<file path="config.mk">
export PLATFORM = sky130hd
export DESIGN_NAME = wheel_force_feedback_mixer_top
export DESIGN_NICKNAME = d
export VERILOG_FILES = /design/src/hw/rtl/wffm_pkg.sv /design/src/hw/rtl/wffm_slot_mem.sv /design/src/hw/rtl/wheel_force_feedback_mixer_top.sv
export SDC_FILE = /design/constraint.sdc
export NUM_CORES = 1
export LEC_CHECK = 0
export ABC_AREA = 1
export BUFFER_PORTS_ARGS = -buffer_cell sky130_fd_sc_hd__buf_2
export CAP_MARGIN = 10
export CORE_MARGIN = 8
export CORE_UTILIZATION = 60
export DETAILED_ROUTE_END_ITERATION = 10
export PLACE_DENSITY_LB_ADDON = 0.3
export SYNTH_ARGS = -nofsm -noshare
export SYNTH_HDL_FRONTEND = slang
export SYNTH_SLANG_ARGS = --single-unit
</file>
<file path="constraint.sdc">
create_clock -name clk -period 14.4 [get_ports clk]
set_input_delay 0 -clock clk [delete_from_list [all_inputs] [get_ports clk]]
set_output_delay 0 -clock clk [all_outputs]
set_load 0.02 [all_outputs]
</file>
<file path="src/hw/rtl/wffm_pkg.sv">
// wffm_pkg: shared types, field layout and constants of the force feedback mixer
`default_nettype none

package wffm_pkg;

  // stream widths
  localparam int IN_TDATA_W  = 56;
  localparam int OUT_TDATA_W = 24;
  localparam int OUT_W       = 20;
  localparam int CFG_IDX_W   = 3;
  localparam int CFG_DATA_W  = 10;

  // in_tdata field offsets, lowest bit first
  localparam int F_IDX_LO  = 0;
  localparam int F_EN_LO   = 2;
  localparam int F_KIND_LO = 3;
  localparam int F_PA_LO   = 7;
  localparam int F_PB_LO   = 15;
  localparam int F_PC_LO   = 23;
  localparam int F_PD_LO   = 31;
  localparam int F_AXIS_LO = 39;
  localparam int AXIS_W    = 12;

  // item kinds carried on in_tuser
  localparam logic KIND_LOAD   = 1'b0;
  localparam logic KIND_SAMPLE = 1'b1;

  // slot force types
  localparam logic [3:0] FK_CONST  = 4'd0;
  localparam logic [3:0] FK_SPRING = 4'd1;
  localparam logic [3:0] FK_DAMPER = 4'd2;
  localparam logic [3:0] FK_AUTO   = 4'd3;

  // configuration register indexes
  localparam logic [CFG_IDX_W-1:0] CFG_SPRING_EN  = 3'd0;
  localparam logic [CFG_IDX_W-1:0] CFG_COEF_LOW   = 3'd1;
  localparam logic [CFG_IDX_W-1:0] CFG_COEF_HIGH  = 3'd2;
  localparam logic [CFG_IDX_W-1:0] CFG_CLIP       = 3'd3;
  localparam logic [CFG_IDX_W-1:0] CFG_DB_LOW     = 3'd4;
  localparam logic [CFG_IDX_W-1:0] CFG_DB_HIGH    = 3'd5;
  localparam logic [CFG_IDX_W-1:0] CFG_RANGE_LIM  = 3'd6;

  // configuration reset values
  localparam logic [7:0] DB_LOW_RST    = 8'd127;
  localparam logic [7:0] DB_HIGH_RST   = 8'd128;
  localparam logic [9:0] RANGE_LIM_RST = 10'd1000;

  // axis full scale in thousandths
  localparam logic signed [12:0] AXIS_FULL = 13'sd1000;

  // position = floor(x * 255 / 2000) done as (x * POS_MUL) >> POS_SHIFT, x in 0..2000
  localparam int         POS_SHIFT = 24;
  localparam logic [21:0] POS_MUL  = 22'd2139096;

  // constant slot level midpoint
  localparam logic signed [8:0] CONST_MID = 9'sd128;

  // one stored force slot
  typedef struct packed {
    logic       en;
    logic [3:0] kind;
    logic [7:0] p_d;
    logic [7:0] p_c;
    logic [7:0] p_b;
    logic [7:0] p_a;
  } slot_t;

  // spring coefficient in quarters per position step (0.25 .. 4.0)
  function automatic logic [4:0] coef_q(input logic [2:0] sel);
    logic [4:0] c;
    case (sel)
      3'd0:    c = 5'd1;
      3'd1:    c = 5'd2;
      3'd2:    c = 5'd3;
      3'd3:    c = 5'd4;
      3'd4:    c = 5'd6;
      3'd5:    c = 5'd8;
      3'd6:    c = 5'd12;
      3'd7:    c = 5'd16;
      default: c = 5'd1;
    endcase
    return c;
  endfunction

endpackage

`default_nettype wire

</file>
<file path="src/hw/rtl/wffm_slot_mem.sv">
// wffm_slot_mem: force slot table, one write and one registered read port
`default_nettype none

module wffm_slot_mem #(
  parameter int SLOT_COUNT = 4,
  localparam int ADDR_W = (SLOT_COUNT > 1) ? $clog2(SLOT_COUNT) : 1
) (
  input  wire                  clk,
  input  wire                  rst_n,
  input  wire                  wr_en,
  input  wire [ADDR_W-1:0]     wr_addr,
  input  wire wffm_pkg::slot_t wr_slot,
  input  wire                  rd_en,
  input  wire [ADDR_W-1:0]     rd_addr,
  output wffm_pkg::slot_t      rd_slot
);
  import wffm_pkg::*;

  slot_t            mem [SLOT_COUNT];
  logic [SLOT_COUNT-1:0] valid_r;
  slot_t            rd_data_r;
  logic             rd_valid_r;

  // storage write and registered read
  always_ff @(posedge clk) begin
    if (wr_en) begin
      mem[wr_addr] <= wr_slot;
    end
    if (rd_en) begin
      rd_data_r <= mem[rd_addr];
    end
  end

  // per-entry written flags, cleared by reset
  always_ff @(posedge clk) begin
    if (!rst_n) begin
      valid_r    <= '0;
      rd_valid_r <= 1'b0;
    end else begin
      if (wr_en) begin
        valid_r[wr_addr] <= 1'b1;
      end
      if (rd_en) begin
        rd_valid_r <= valid_r[rd_addr];
      end
    end
  end

  // an entry never loaded reads as a disabled all-zero slot
  assign rd_slot = rd_valid_r ? rd_data_r : '0;

endmodule

`default_nettype wire

</file>
<file path="src/hw/rtl/wheel_force_feedback_mixer_top.sv">
// wheel_force_feedback_mixer_top: force feedback mixer with slot table and sample sequencer
`default_nettype none

// A load item (in_tuser low) writes one force slot; a load to a slot index
// at or above SLOT_COUNT is dropped. A sample item (in_tuser high) gives one
// force result in quarter units: range-limit push and, with the spring enabled,
// the default spring outside the dead band and the enabled slot forces,
// saturated to 20 bits. With the spring enabled a sample occupies the block
// through position multiply, spring, one visit per slot through the single read
// port of the slot memory and result; with it disabled, position multiply and
// result only. One finished result can wait in the output register while the
// next item is taken. Configuration is written through cfg_we/cfg_index/cfg_wdata.
module wheel_force_feedback_mixer_top #(
  parameter int SLOT_COUNT = 4
) (
  input  wire        clk,
  input  wire        rst_n,
  // slave stream
  input  wire        in_tvalid,
  output logic       in_tready,
  // slot_index[1:0], slot_enable[2], force_kind[6:3], param_a[14:7],
  // param_b[22:15], param_c[30:23], param_d[38:31], axis_milli[50:39], zero pad
  input  wire [wffm_pkg::IN_TDATA_W-1:0]  in_tdata,
  // kind[0]
  input  wire        in_tuser,
  // master stream
  output logic       out_tvalid,
  input  wire        out_tready,
  // force_quarters[19:0], zero pad
  output logic [wffm_pkg::OUT_TDATA_W-1:0] out_tdata,
  // configuration write port
  input  wire        cfg_we,
  input  wire [wffm_pkg::CFG_IDX_W-1:0]  cfg_index,
  input  wire [wffm_pkg::CFG_DATA_W-1:0] cfg_wdata
);
  import wffm_pkg::*;

  localparam int ADDR_W = (SLOT_COUNT > 1) ? $clog2(SLOT_COUNT) : 1;
  localparam int ACC_W  = OUT_W + $clog2(SLOT_COUNT + 1);
  localparam logic [ADDR_W-1:0] SLOT_LAST = ADDR_W'(SLOT_COUNT - 1);
  localparam logic signed [ACC_W-1:0] ACC_MAX = ACC_W'((2 ** (OUT_W - 1)) - 1);
  localparam logic signed [ACC_W-1:0] ACC_MIN = -ACC_MAX - ACC_W'(1);
  localparam logic signed [ACC_W-1:0] PUSH_Q  = ACC_W'(4);

  // sequencer states
  localparam logic [2:0] S_IDLE   = 3'd0;
  localparam logic [2:0] S_POS    = 3'd1;
  localparam logic [2:0] S_SPRING = 3'd2;
  localparam logic [2:0] S_SLOT   = 3'd3;
  localparam logic [2:0] S_DONE   = 3'd4;

  // configuration registers
  logic       spring_en_r;
  logic [2:0] coef_low_r;
  logic [2:0] coef_high_r;
  logic [7:0] clip_r;
  logic [7:0] db_low_r;
  logic [7:0] db_high_r;
  logic [9:0] range_lim_r;

  // control state
  logic [2:0]        state_r, state_nxt;
  logic [ADDR_W-1:0] cnt_r, cnt_nxt;
  logic              out_valid_r, out_valid_nxt;
  logic [7:0]        last_pos_r, last_pos_nxt;

  // datapath registers
  logic [10:0]             x_r, x_nxt;
  logic [7:0]              pos_r, pos_nxt;
  logic signed [ACC_W-1:0] acc_r, acc_nxt;
  logic [OUT_W-1:0]        out_force_r, out_force_nxt;

  // slot memory interface
  logic              mem_we;
  logic [ADDR_W-1:0] mem_waddr;
  slot_t             mem_wslot;
  logic              mem_re;
  logic [ADDR_W-1:0] mem_raddr;
  slot_t             rd_slot;

  // input decode
  logic                     accept;
  logic [4:0]               ld_idx_ext;
  logic signed [AXIS_W-1:0] axis;
  logic signed [12:0]       axis13, lim13, clamped, x_full;
  logic                     push_hi, push_lo;

  // position multiply
  logic [32:0] pos_prod;

  // spring terms
  logic                    sp_below, sp_above;
  logic [7:0]              sp_diff;
  logic [12:0]             sp_mag, sp_clip4, sp_sat;
  logic signed [ACC_W-1:0] spring_val;

  // slot force terms
  logic signed [8:0]       c_lvl;
  logic [7:0]              d_delta;
  logic [7:0]              d_k;
  logic                    d_flip;
  logic signed [16:0]      d_prod, d_val;
  logic signed [ACC_W-1:0] slot_val;
  logic                    is_damper;

  // result saturation
  logic [OUT_W-1:0] sat_force;

  wffm_slot_mem #(
    .SLOT_COUNT(SLOT_COUNT)
  ) u_slot_mem (
    .clk     (clk),
    .rst_n   (rst_n),
    .wr_en   (mem_we),
    .wr_addr (mem_waddr),
    .wr_slot (mem_wslot),
    .rd_en   (mem_re),
    .rd_addr (mem_raddr),
    .rd_slot (rd_slot)
  );

  // configuration writes
  always_ff @(posedge clk) begin
    if (!rst_n) begin
      spring_en_r <= 1'b0;
      coef_low_r  <= '0;
      coef_high_r <= '0;
      clip_r      <= '0;
      db_low_r    <= DB_LOW_RST;
      db_high_r   <= DB_HIGH_RST;
      range_lim_r <= RANGE_LIM_RST;
    end else if (cfg_we) begin
      case (cfg_index)
        CFG_SPRING_EN: spring_en_r <= cfg_wdata[0];
        CFG_COEF_LOW:  coef_low_r  <= cfg_wdata[2:0];
        CFG_COEF_HIGH: coef_high_r <= cfg_wdata[2:0];
        CFG_CLIP:      clip_r      <= cfg_wdata[7:0];
        CFG_DB_LOW:    db_low_r    <= cfg_wdata[7:0];
        CFG_DB_HIGH:   db_high_r   <= cfg_wdata[7:0];
        CFG_RANGE_LIM: range_lim_r <= cfg_wdata[9:0];
        default: ;
      endcase
    end
  end

  // handshake and slot load
  assign in_tready = (state_r == S_IDLE);
  assign accept    = in_tvalid && in_tready;

  always_comb begin
    ld_idx_ext = 5'(in_tdata[F_IDX_LO +: 2]);
    mem_we     = accept && (in_tuser == KIND_LOAD) && (ld_idx_ext < 5'(SLOT_COUNT));
    mem_waddr  = ld_idx_ext[ADDR_W-1:0];
    mem_wslot  = '{en:   in_tdata[F_EN_LO],
                   kind: in_tdata[F_KIND_LO +: 4],
                   p_d:  in_tdata[F_PD_LO +: 8],
                   p_c:  in_tdata[F_PC_LO +: 8],
                   p_b:  in_tdata[F_PB_LO +: 8],
                   p_a:  in_tdata[F_PA_LO +: 8]};
  end

  // sample front end: limit push and clamped, offset axis
  always_comb begin
    axis    = $signed(in_tdata[F_AXIS_LO +: AXIS_W]);
    axis13  = {axis[AXIS_W-1], axis};
    lim13   = $signed({3'b000, range_lim_r});
    push_hi = axis13 > lim13;
    push_lo = axis13 < -lim13;
    if (axis13 > AXIS_FULL) begin
      clamped = AXIS_FULL;
    end else if (axis13 < -AXIS_FULL) begin
      clamped = -AXIS_FULL;
    end else begin
      clamped = axis13;
    end
    x_full = clamped + AXIS_FULL;
  end

  // position scaling by reciprocal multiply
  assign pos_prod = 33'(x_r) * 33'(POS_MUL);

  // default spring outside the dead band, low side first
  always_comb begin
    sp_below = pos_r < db_low_r;
    sp_above = pos_r > db_high_r;
    sp_diff  = sp_below ? (db_low_r - pos_r) : (pos_r - db_high_r);
    sp_mag   = 13'(coef_q(sp_below ? coef_low_r : coef_high_r)) * 13'(sp_diff);
    sp_clip4 = 13'({clip_r, 2'b00});
    sp_sat   = (sp_mag < sp_clip4) ? sp_mag : sp_clip4;
    if (sp_below) begin
      spring_val = -$signed(ACC_W'(sp_sat));
    end else if (sp_above) begin
      spring_val = $signed(ACC_W'(sp_sat));
    end else begin
      spring_val = '0;
    end
  end

  // force of the slot just read
  always_comb begin
    c_lvl   = $signed({1'b0, rd_slot.p_a}) - CONST_MID;
    d_delta = pos_r - last_pos_r;
    d_k     = d_delta[7] ? rd_slot.p_c : rd_slot.p_a;
    d_flip  = d_delta[7] ? (rd_slot.p_d != 8'd0) : (rd_slot.p_b != 8'd0);
    d_prod  = 17'($signed({1'b0, d_k})) * 17'($signed(d_delta));
    d_val   = d_flip ? -d_prod : d_prod;
    is_damper = rd_slot.en && (rd_slot.kind == FK_DAMPER);
    slot_val = '0;
    if (rd_slot.en) begin
      case (rd_slot.kind)
        FK_CONST:  slot_val = {{(ACC_W-11){c_lvl[8]}}, c_lvl, 2'b00};
        FK_DAMPER: slot_val = {{(ACC_W-19){d_val[16]}}, d_val, 2'b00};
        FK_AUTO:   slot_val = $signed(ACC_W'({rd_slot.p_d, 2'b00}));
        FK_SPRING: slot_val = '0;
        default:   slot_val = '0;
      endcase
    end
  end

  // saturate the total to the output range
  always_comb begin
    if (acc_r > ACC_MAX) begin
      sat_force = ACC_MAX[OUT_W-1:0];
    end else if (acc_r < ACC_MIN) begin
      sat_force = ACC_MIN[OUT_W-1:0];
    end else begin
      sat_force = acc_r[OUT_W-1:0];
    end
  end

  // sample sequencer
  always_comb begin
    state_nxt     = state_r;
    cnt_nxt       = cnt_r;
    last_pos_nxt  = last_pos_r;
    x_nxt         = x_r;
    pos_nxt       = pos_r;
    acc_nxt       = acc_r;
    out_force_nxt = out_force_r;
    out_valid_nxt = out_valid_r && !out_tready;
    mem_re        = 1'b0;
    mem_raddr     = '0;
    case (state_r)
      S_IDLE: begin
        if (accept && (in_tuser == KIND_SAMPLE)) begin
          x_nxt = x_full[10:0];
          if (push_hi) begin
            acc_nxt = PUSH_Q;
          end else if (push_lo) begin
            acc_nxt = -PUSH_Q;
          end else begin
            acc_nxt = '0;
          end
          state_nxt = S_POS;
        end
      end
      S_POS: begin
        pos_nxt   = pos_prod[POS_SHIFT +: 8];
        mem_re    = 1'b1;
        cnt_nxt   = '0;
        state_nxt = spring_en_r ? S_SPRING : S_DONE;
      end
      S_SPRING: begin
        acc_nxt   = acc_r + spring_val;
        state_nxt = S_SLOT;
      end
      S_SLOT: begin
        acc_nxt = acc_r + slot_val;
        if (is_damper) begin
          last_pos_nxt = pos_r;
        end
        if (cnt_r == SLOT_LAST) begin
          state_nxt = S_DONE;
        end else begin
          mem_re    = 1'b1;
          mem_raddr = cnt_r + ADDR_W'(1);
          cnt_nxt   = cnt_r + ADDR_W'(1);
        end
      end
      S_DONE: begin
        if (!out_valid_r || out_tready) begin
          out_force_nxt = sat_force;
          out_valid_nxt = 1'b1;
          state_nxt     = S_IDLE;
        end
      end
      default: begin
        state_nxt = S_IDLE;
      end
    endcase
  end

  // control registers
  always_ff @(posedge clk) begin
    if (!rst_n) begin
      state_r     <= S_IDLE;
      cnt_r       <= '0;
      out_valid_r <= 1'b0;
      last_pos_r  <= '0;
    end else begin
      state_r     <= state_nxt;
      cnt_r       <= cnt_nxt;
      out_valid_r <= out_valid_nxt;
      last_pos_r  <= last_pos_nxt;
    end
  end

  // datapath registers
  always_ff @(posedge clk) begin
    x_r         <= x_nxt;
    pos_r       <= pos_nxt;
    acc_r       <= acc_nxt;
    out_force_r <= out_force_nxt;
  end

  assign out_tvalid = out_valid_r;
  assign out_tdata  = OUT_TDATA_W'(out_force_r);

  // slot counter stays inside the table while slots are visited
  a_cnt_range: assert property (@(posedge clk) disable iff (!rst_n)
    (state_r == S_SLOT) |-> (cnt_r <= SLOT_LAST))
    else $error("slot counter beyond last slot");

  // damper memory only moves while a slot is being evaluated
  a_last_pos: assert property (@(posedge clk) disable iff (!rst_n)
    !$stable(last_pos_r) |-> ($past(state_r) == S_SLOT))
    else $error("damper last position changed outside slot visit");

  // a waiting result is never overwritten by the next one
  a_no_overwrite: assert property (@(posedge clk) disable iff (!rst_n)
    (state_r == S_DONE && out_valid_r && !out_tready) |=>
      (state_r == S_DONE && $stable(out_force_r)))
    else $error("pending result overwritten");

endmodule

`default_nettype wire

</file>
# Yosys cells after proc, flatten, opt, wreduce, memory -nomap -nowiden
# Memories as Yosys holds them, arrays and structs flattened. A register that Yosys moved wholly into a read port is not among the register bits.
# Cells that the tools add are included.
classes:
  n_mux: 37
  bitwise_logic: 2
  order_cmp: 12
  mul: 3
  eq_ne: 17
  reduce_logical: 29
  add_sub_neg: 11
op_table:
  columns: ["cell", "count"]
  rows:
  - ["$pmux W23 S3", 2]
  - ["$mux W23", 5]
  - ["$add A23 B23 Y23", 2]
  - ["$mux W37", 1]
  - ["$mul A11 B19 Y29 const B", 1]
  - ["$mux W13", 2]
  - ["$reduce_and A2 Y1", 12]
  - ["$sub A8 B8 Y8", 3]
  - ["$gt A23 B20 Y1 const B", 1]
  - ["$lt A23 B20 Y1 const B", 1]
  - ["$neg A13 Y23", 1]
  - ["$mux W11", 2]
  - ["$mux W20", 1]
  - ["$mul A9 B8 Y17", 1]
  - ["$mux W17", 1]
  - ["$neg A17 Y17", 1]
  - ["$mux W8", 2]
  - ["$reduce_bool A8 Y1", 2]
  - ["$mux W3", 5]
  - ["$pmux W3 S5", 1]
  - ["$lt A12 B13 Y1", 1]
  - ["$lt A13 B10 Y1", 1]
  - ["$mul A5 B8 Y13", 1]
  - ["$neg A10 Y13", 1]
  - ["other kinds (33)", 60]
word_totals:
  n_memories: 2
  register_bits: 122
  word_cells: 130
  input_bits: 75
  output_inout_bits: 26
  mem_bits_ro: 40
  mem_bits_rw: 148
mem_list:
  columns: ["name", "words", "word_bits", "read_ports", "rd_ports_with_merged_regs", "wr", "line", "text"]
  rows:
  - ["u_slot_mem.mem", 4, 37, 1, 1, 1, "wffm_slot_mem.sv:19", "slot_t mem [SLOT_COUNT];"]
  - ["(name not given)", 8, 5, 1, 0, 0, "wffm_pkg.sv:71", "case (sel)"]

# Depth between registers and ports, before layout
# An unclocked memory read counts as a cell.
logic_depth:
  depth_word: 10
  ltp_mapped: 63
  ltp_nobuf: 62

# Cells and area by module
# Synthesis repeated with hierarchy kept, for this count alone.
hier_totals:
  hier_cells: 2643
  area_unflattened_um2: 22590.4
by_module_without_submodules:
  columns: ["mod", "cells_each", "n_inst", "area_per_inst_um2", "seq_area_each_um2"]
  rows:
  - ["wheel_force_feedback_mixer_top", 2138, 1, 15468.6, 2962.8]
  - ["wffm_slot_mem", 505, 1, 7121.8, 5655.4]

# Least setup slack after synthesis
# Ideal clock, no wire load.
synth_path:
  kind: "reg-to-reg"
  start: "register pos_r[1]"
  end: "register acc_r[12], data pin"
  n_path_buf: 2
  path_slack_ns: 5.899
  stages_incl_launch_ff: 54
  arrival_ns: 8.231
  period_less_slack_ns: 8.501
  path_cell_list: "edfxtp_1 -> inv_1 -> fa_1 -> nand3_1 -> nand2_1 -> nand2_1 -> o211ai_1 -> nand2_1 -> buf_4 -> nand2_1 -> o21ai_0 -> inv_1 -> nor2_1 -> inv_1 -> nand2_1 -> o21ai_1 -> or2_2 -> fa_1 -> (+18 left out) -> nand3_2 -> buf_6 -> clkinv_2 -> nand3_2 -> ha_1 -> nor2_1 -> a211oi_1 -> inv_1 -> fa_1 -> nand3b_1 -> nand2_1 -> inv_1 -> o21ai_0 -> a21oi_1 -> o21ai_0 -> nand2_1 -> nand2_1 -> o21ai_0"
synth_via:
  elab_chain_cells: 10
  word_cells_on_any_way: 24
  cone_classes: "add/sub: 7; mul: 2; order compare: 3; mux: 11; memory: 1"
synth_rtl:
  columns: ["item", "line", "text"]
  rows:
  - ["start, declared", "wheel_force_feedback_mixer_top.sv:69", "logic [7:0] pos_r, pos_nxt;"]
  - ["start signal, assigned", "wheel_force_feedback_mixer_top.sv:311", "pos_r <= pos_nxt;"]
  - ["$lt A8 B8 Y1", "wheel_force_feedback_mixer_top.sv:184", "sp_below = pos_r < db_low_r;"]
  - ["$mux W3", "wheel_force_feedback_mixer_top.sv:187", "sp_mag = 13'(coef_q(sp_below ? coef_low_r : coef_high_r)) * 13'(sp_diff);"]
  - ["$mem_v2 Z8 W5", null, null]
  - ["$mul A5 B8 Y13", "wheel_force_feedback_mixer_top.sv:187", null]
  - ["$lt A13 B10 Y1", "wheel_force_feedback_mixer_top.sv:189", "sp_sat = (sp_mag < sp_clip4) ? sp_mag : sp_clip4;"]
  - ["$mux W13", "wheel_force_feedback_mixer_top.sv:189", null]
  - ["$neg A13 Y23 or $mux W13 (tied branches)", "wheel_force_feedback_mixer_top.sv:191, wheel_force_feedback_mixer_top.sv:192", null]
  - ["$mux W23", "wheel_force_feedback_mixer_top.sv:190", "if (sp_below) begin"]
  - ["$add A23 B23 Y23", "wheel_force_feedback_mixer_top.sv:264", "acc_nxt = acc_r + spring_val;"]
  - ["$pmux W23 S3 *", "wheel_force_feedback_mixer_top.sv:243", "case (state_r)"]
  - ["via acc_nxt[12]", "wheel_force_feedback_mixer_top.sv:70", "logic signed [ACC_W-1:0] acc_r, acc_nxt;"]
  - ["end signal, assigned", "wheel_force_feedback_mixer_top.sv:312", "acc_r <= acc_nxt;"]
  - ["end, declared", "wheel_force_feedback_mixer_top.sv:70", null]
# Mark *: on every way through the listed nets, which the timed path passes. The rest lies on a longest branch.
# A chain may end at the register's enable or synchronous reset.

# Worst setup path in the final report
layout_path:
  start: "register pos_r[1]"
  end: "register acc_r[17], data pin"
# The elaborated chain is that of the path after synthesis.

==> metrics.md <==
| Metric | Value |
|---|---|
| Status | `completed` |
| Worst-Skew Late Latency | `0.54 ns` |
| Number of vias per cell | `roughly 5.6` |
| Share of cells above drive strength 1 | `7.357%` |
| Number of synthesized flops with an enable pin | `247` |
| Gr ovfl total | `0` |
| Via count | `between 15,000 and 20,000` |
| Max Cap Viol | `0` |
| CP Launch Point | `pos_r[1]` |
| Int Pwr | `2.417 mW` |
| Standard-cell rows | `70` |
| Final ANT Viol Nets | `0` |
| DP Area | `0.02311 mm²` |
| Layout area overhead | `12.05%` |
| Fin. max-slew vios | `0` |
| Vias in the first global route | `18,380` |
| CTS H-tree depth | `2` |
| Number of I/O pins | `roughly 100` |
| CTS sink cnt | `~300` |
| Most frequent CP cell | `nand2_1` |
| CP Max Fanout | `31` |
| RR Endpoint | `acc_r[17]` |
| Core area | `0.03652 mm²` |
| CP max-delay cell | `edfxtp_1` |
| TritonCTS clock tree | `yes` |
| Hold Slack | `around 0.028 ns` |
| Clock power frac | `around a fifth` |
| Slack of the critical path | `between 4 and 5 ns` |
| Final setup TNS | `0 ns` |
| Synthesized instance count | `approximately 2,600` |
| Final Cell Area | `0.02483 mm²` |
| Synth Flop Type | `edfxtp_1` |
| Arrival time worst endpoint | `10.42 ns` |
| Antenna violations before repair | `1` |
| Placed instance count | `3,076` |
| Tmin final | `~10 ns` |
| Hold_sp | `in_tvalid` |
| Final std cells w/o fill | `3,201` |
| Worst min path class | `input pin to flop` |
| Unrepaired setup endpoints after global routing | `no` |
| Crit path kind | `flop to flop` |
| DRC | `0` |
| Worst Skew | `around 0.021 ns` |
| GR Util All Layers | `about a quarter` |
| Core Util, Final | `just under 70%` |
| Detail Placement HPWL | `slightly below 40,000 µm` |
| R2R Path Start | `pos_r[1]` |
| PwrDens | `181.2 mW/mm²` |
| Reg clk slew, reported paths | `roughly 0.06 ns` |
| Flop2flop setup slack | `~4.2 ns` |
| Most common cell after layout, fill and taps aside | `nand2_1` |
| Initial Util | `60.68%` |
| Post-CTS sizing | `0` |
| Nets@finish | `approximately 3,100` |
| Synthesis-stage register bit count | `about 300` |
| CP Capture Type | `flop` |
| DIE AREA | `roughly 0.043 mm²` |
| LEAKAGE | `roughly 11 nW` |
| Fmax | `98.49 MHz` |
| Worst slew margin | `between 20% and 30%` |
| Clock Path Buffers | `3` |
| Synthesis Warnings | `0` |
| Crit path capture | `acc_r[17]` |
| Drt total wl | `53,180 µm` |
| Net Sw Power | `2.082 mW` |
| Comb power frac | `roughly 58%` |
| Worst Max-Slew Pin Slew | `roughly 1.1 ns` |
| Die width | `between 200 and 250 µm` |
| Root Buffer | `clkbuf_16` |
| Tcrit/Tclk final | `~71%` |
| Port Buf Inserts | `91` |
| Commonest cells after routing, fill and taps aside | `nand2_1 (478), inv_1 (416), nor2_1 (316)` |
| Max IR drop VDD | `192.5 µV` |
| Sequential area share after synthesis | `38.89%` |
| Drt first-iter violations | `about 1,400` |
| Total power | `approximately 4.5 mW` |
| Setup violators final | `0` |
| Final Hold Fails | `0` |
| Largest net degree at the start of global routing | `78` |
| Worst Setup Start Kind | `flop` |
| Total CTS buffers | `34` |
| CP peak stage delay | `about 0.54 ns` |
| First-pass GRT wire length | `88,460 µm` |
| Syn Area/Cell | `8.678 µm²` |
| Cell variety after synth | `52` |
| Die height | `208.2 µm` |
| Avg WL per Cell | `~17 µm` |
| First drt pass iteration count | `5` |
| Worst reg2reg path depth | `58` |
| Cell Area, Synth | `0.02216 mm²` |
| Critical path required time | `~15 ns` |
| Switching Share | `46.28%` |
| Flop pwr share | `23.0%` |
| Ys async rst share | `0%` |
| Setup WS pre-CTS | `around 4.4 ns` |
| RePlAce Congestion | `between 0.9 and 1` |
[state kept, by name, summed over array words and instances (netlist names), 4 cells and up]
name and flops:
u_slot_mem.valid_r 4, clip_r 8, acc_r 23, x_r 11, db_low_r 8, last_pos_r 8
u_slot_mem.rd_data_r 37, out_force_r 20, db_high_r 8, pos_r 8, range_lim_r 10, u_slot_mem.mem 148
[worst max-delay path: cells and delay by family, from the launching register on]
| family | cells | cell delay, ns |
|---|---|---|
| AOI/OAI and AO/OA | 12 | 2.08 |
| xor gates and xnor gates | 1 | 0.23 |
| adders and majority gates | 8 | 3.22 |
| buffers and inverters | 10 | 1.24 |
| DFF | 1 | 0.54 |
| and+or+nand+nor | 27 | 2.56 |
[how the worst min path moves through the flow]
stage	endpoint	depth (start not counted)
floorplan	u_slot_mem.mem[0][0]	0
global placement	u_slot_mem.mem[1][8]	1
detailed placement	u_slot_mem.mem[2][3]	1
CTS	x_r[0]	4
global route	x_r[0]	4
finish	x_r[0]	4
[final cells by class]
type	instances	area (µm²)
Antenna cell	1	2.502
Clock buffer	39	869.6
Clock inverter	22	211.5
Fill cell	2848	11690
Inverter	422	1585
Multi-Input combinational cell	1773	11750
Sequential cell	307	8618
Tap cell	468	585.6
Timing Repair Buffer	169	1209
[kinds of logic after synthesis]
| family | Yosys count | share of synthesized area [%] |
|---|---|---|
| adder cells (fa/ha/maj) | 327 | 21.92 |
| flip-flops | 307 | 38.89 |
| AND/OR/NAND/NOR | 995 | 18.57 |
| multiplexers | 1 | 0.04517 |
| other | 1 | 0.01692 |
| AO/OA/AOI/OAI | 394 | 10.21 |
| XOR/XNOR | 52 | 2.055 |
| buffers and inverters | 477 | 8.293 |
[layer usage]
layer,vias up,global-route usage (%),wire (µm)
met3,126,3.592,3264
li1,8777,-,-
met4,0,8.125,1525
met1,8420,31.09,22440
met5,-,0,0
met2,623,42.86,25950
[Yosys cell counts (all sizes together), types with 5 or more instances]
cell type / n / share of area [%]
nand2: 489 / 8.4
inv: 421 / 7.1
nor2: 322 / 5.6
edfxtp: 247 / 33
ha: 225 / 13
o21ai: 165 / 3.8
a21oi: 138 / 3.1
nand3: 104 / 2.4
fa: 102 / 9.2
dfxtp: 60 / 5.4
xor2: 40 / 1.6
o32ai: 37 / 1.5
clkbuf: 36 / 0.61
nand4: 30 / 0.85
nor3: 28 / 0.63
buf: 19 / 0.53
o211ai: 17 / 0.58
xnor2: 12 / 0.47
a211oi: 7 / 0.24
or2: 7 / 0.20
nand3b: 6 / 0.20
nor4: 6 / 0.17
a31oi: 5 / 0.14
[power by group through the flow]
stage | Clock (mW) | Combinational [mW] | Sequential, mW
2_1_floorplan | 0 | 1.99 | 1.04
3_3_place_gp | 0 | 2.48 | 1.05
3_5_place_dp | 0 | 2.57 | 1.05
4_1_cts | 0.851 | 2.60 | 1.03
5_1_grt | 0.885 | 3.02 | 1.04
6_report | 0.844 | 2.62 | 1.03
[what timing repair did]
item,4_1_cts,5_1_grt
setup endpoints to repair,0,0
hold buffers,62,0
endpoints found under the hold margin,208,0
buffers inserted,0,0
(Power assumes the default switching activity.)
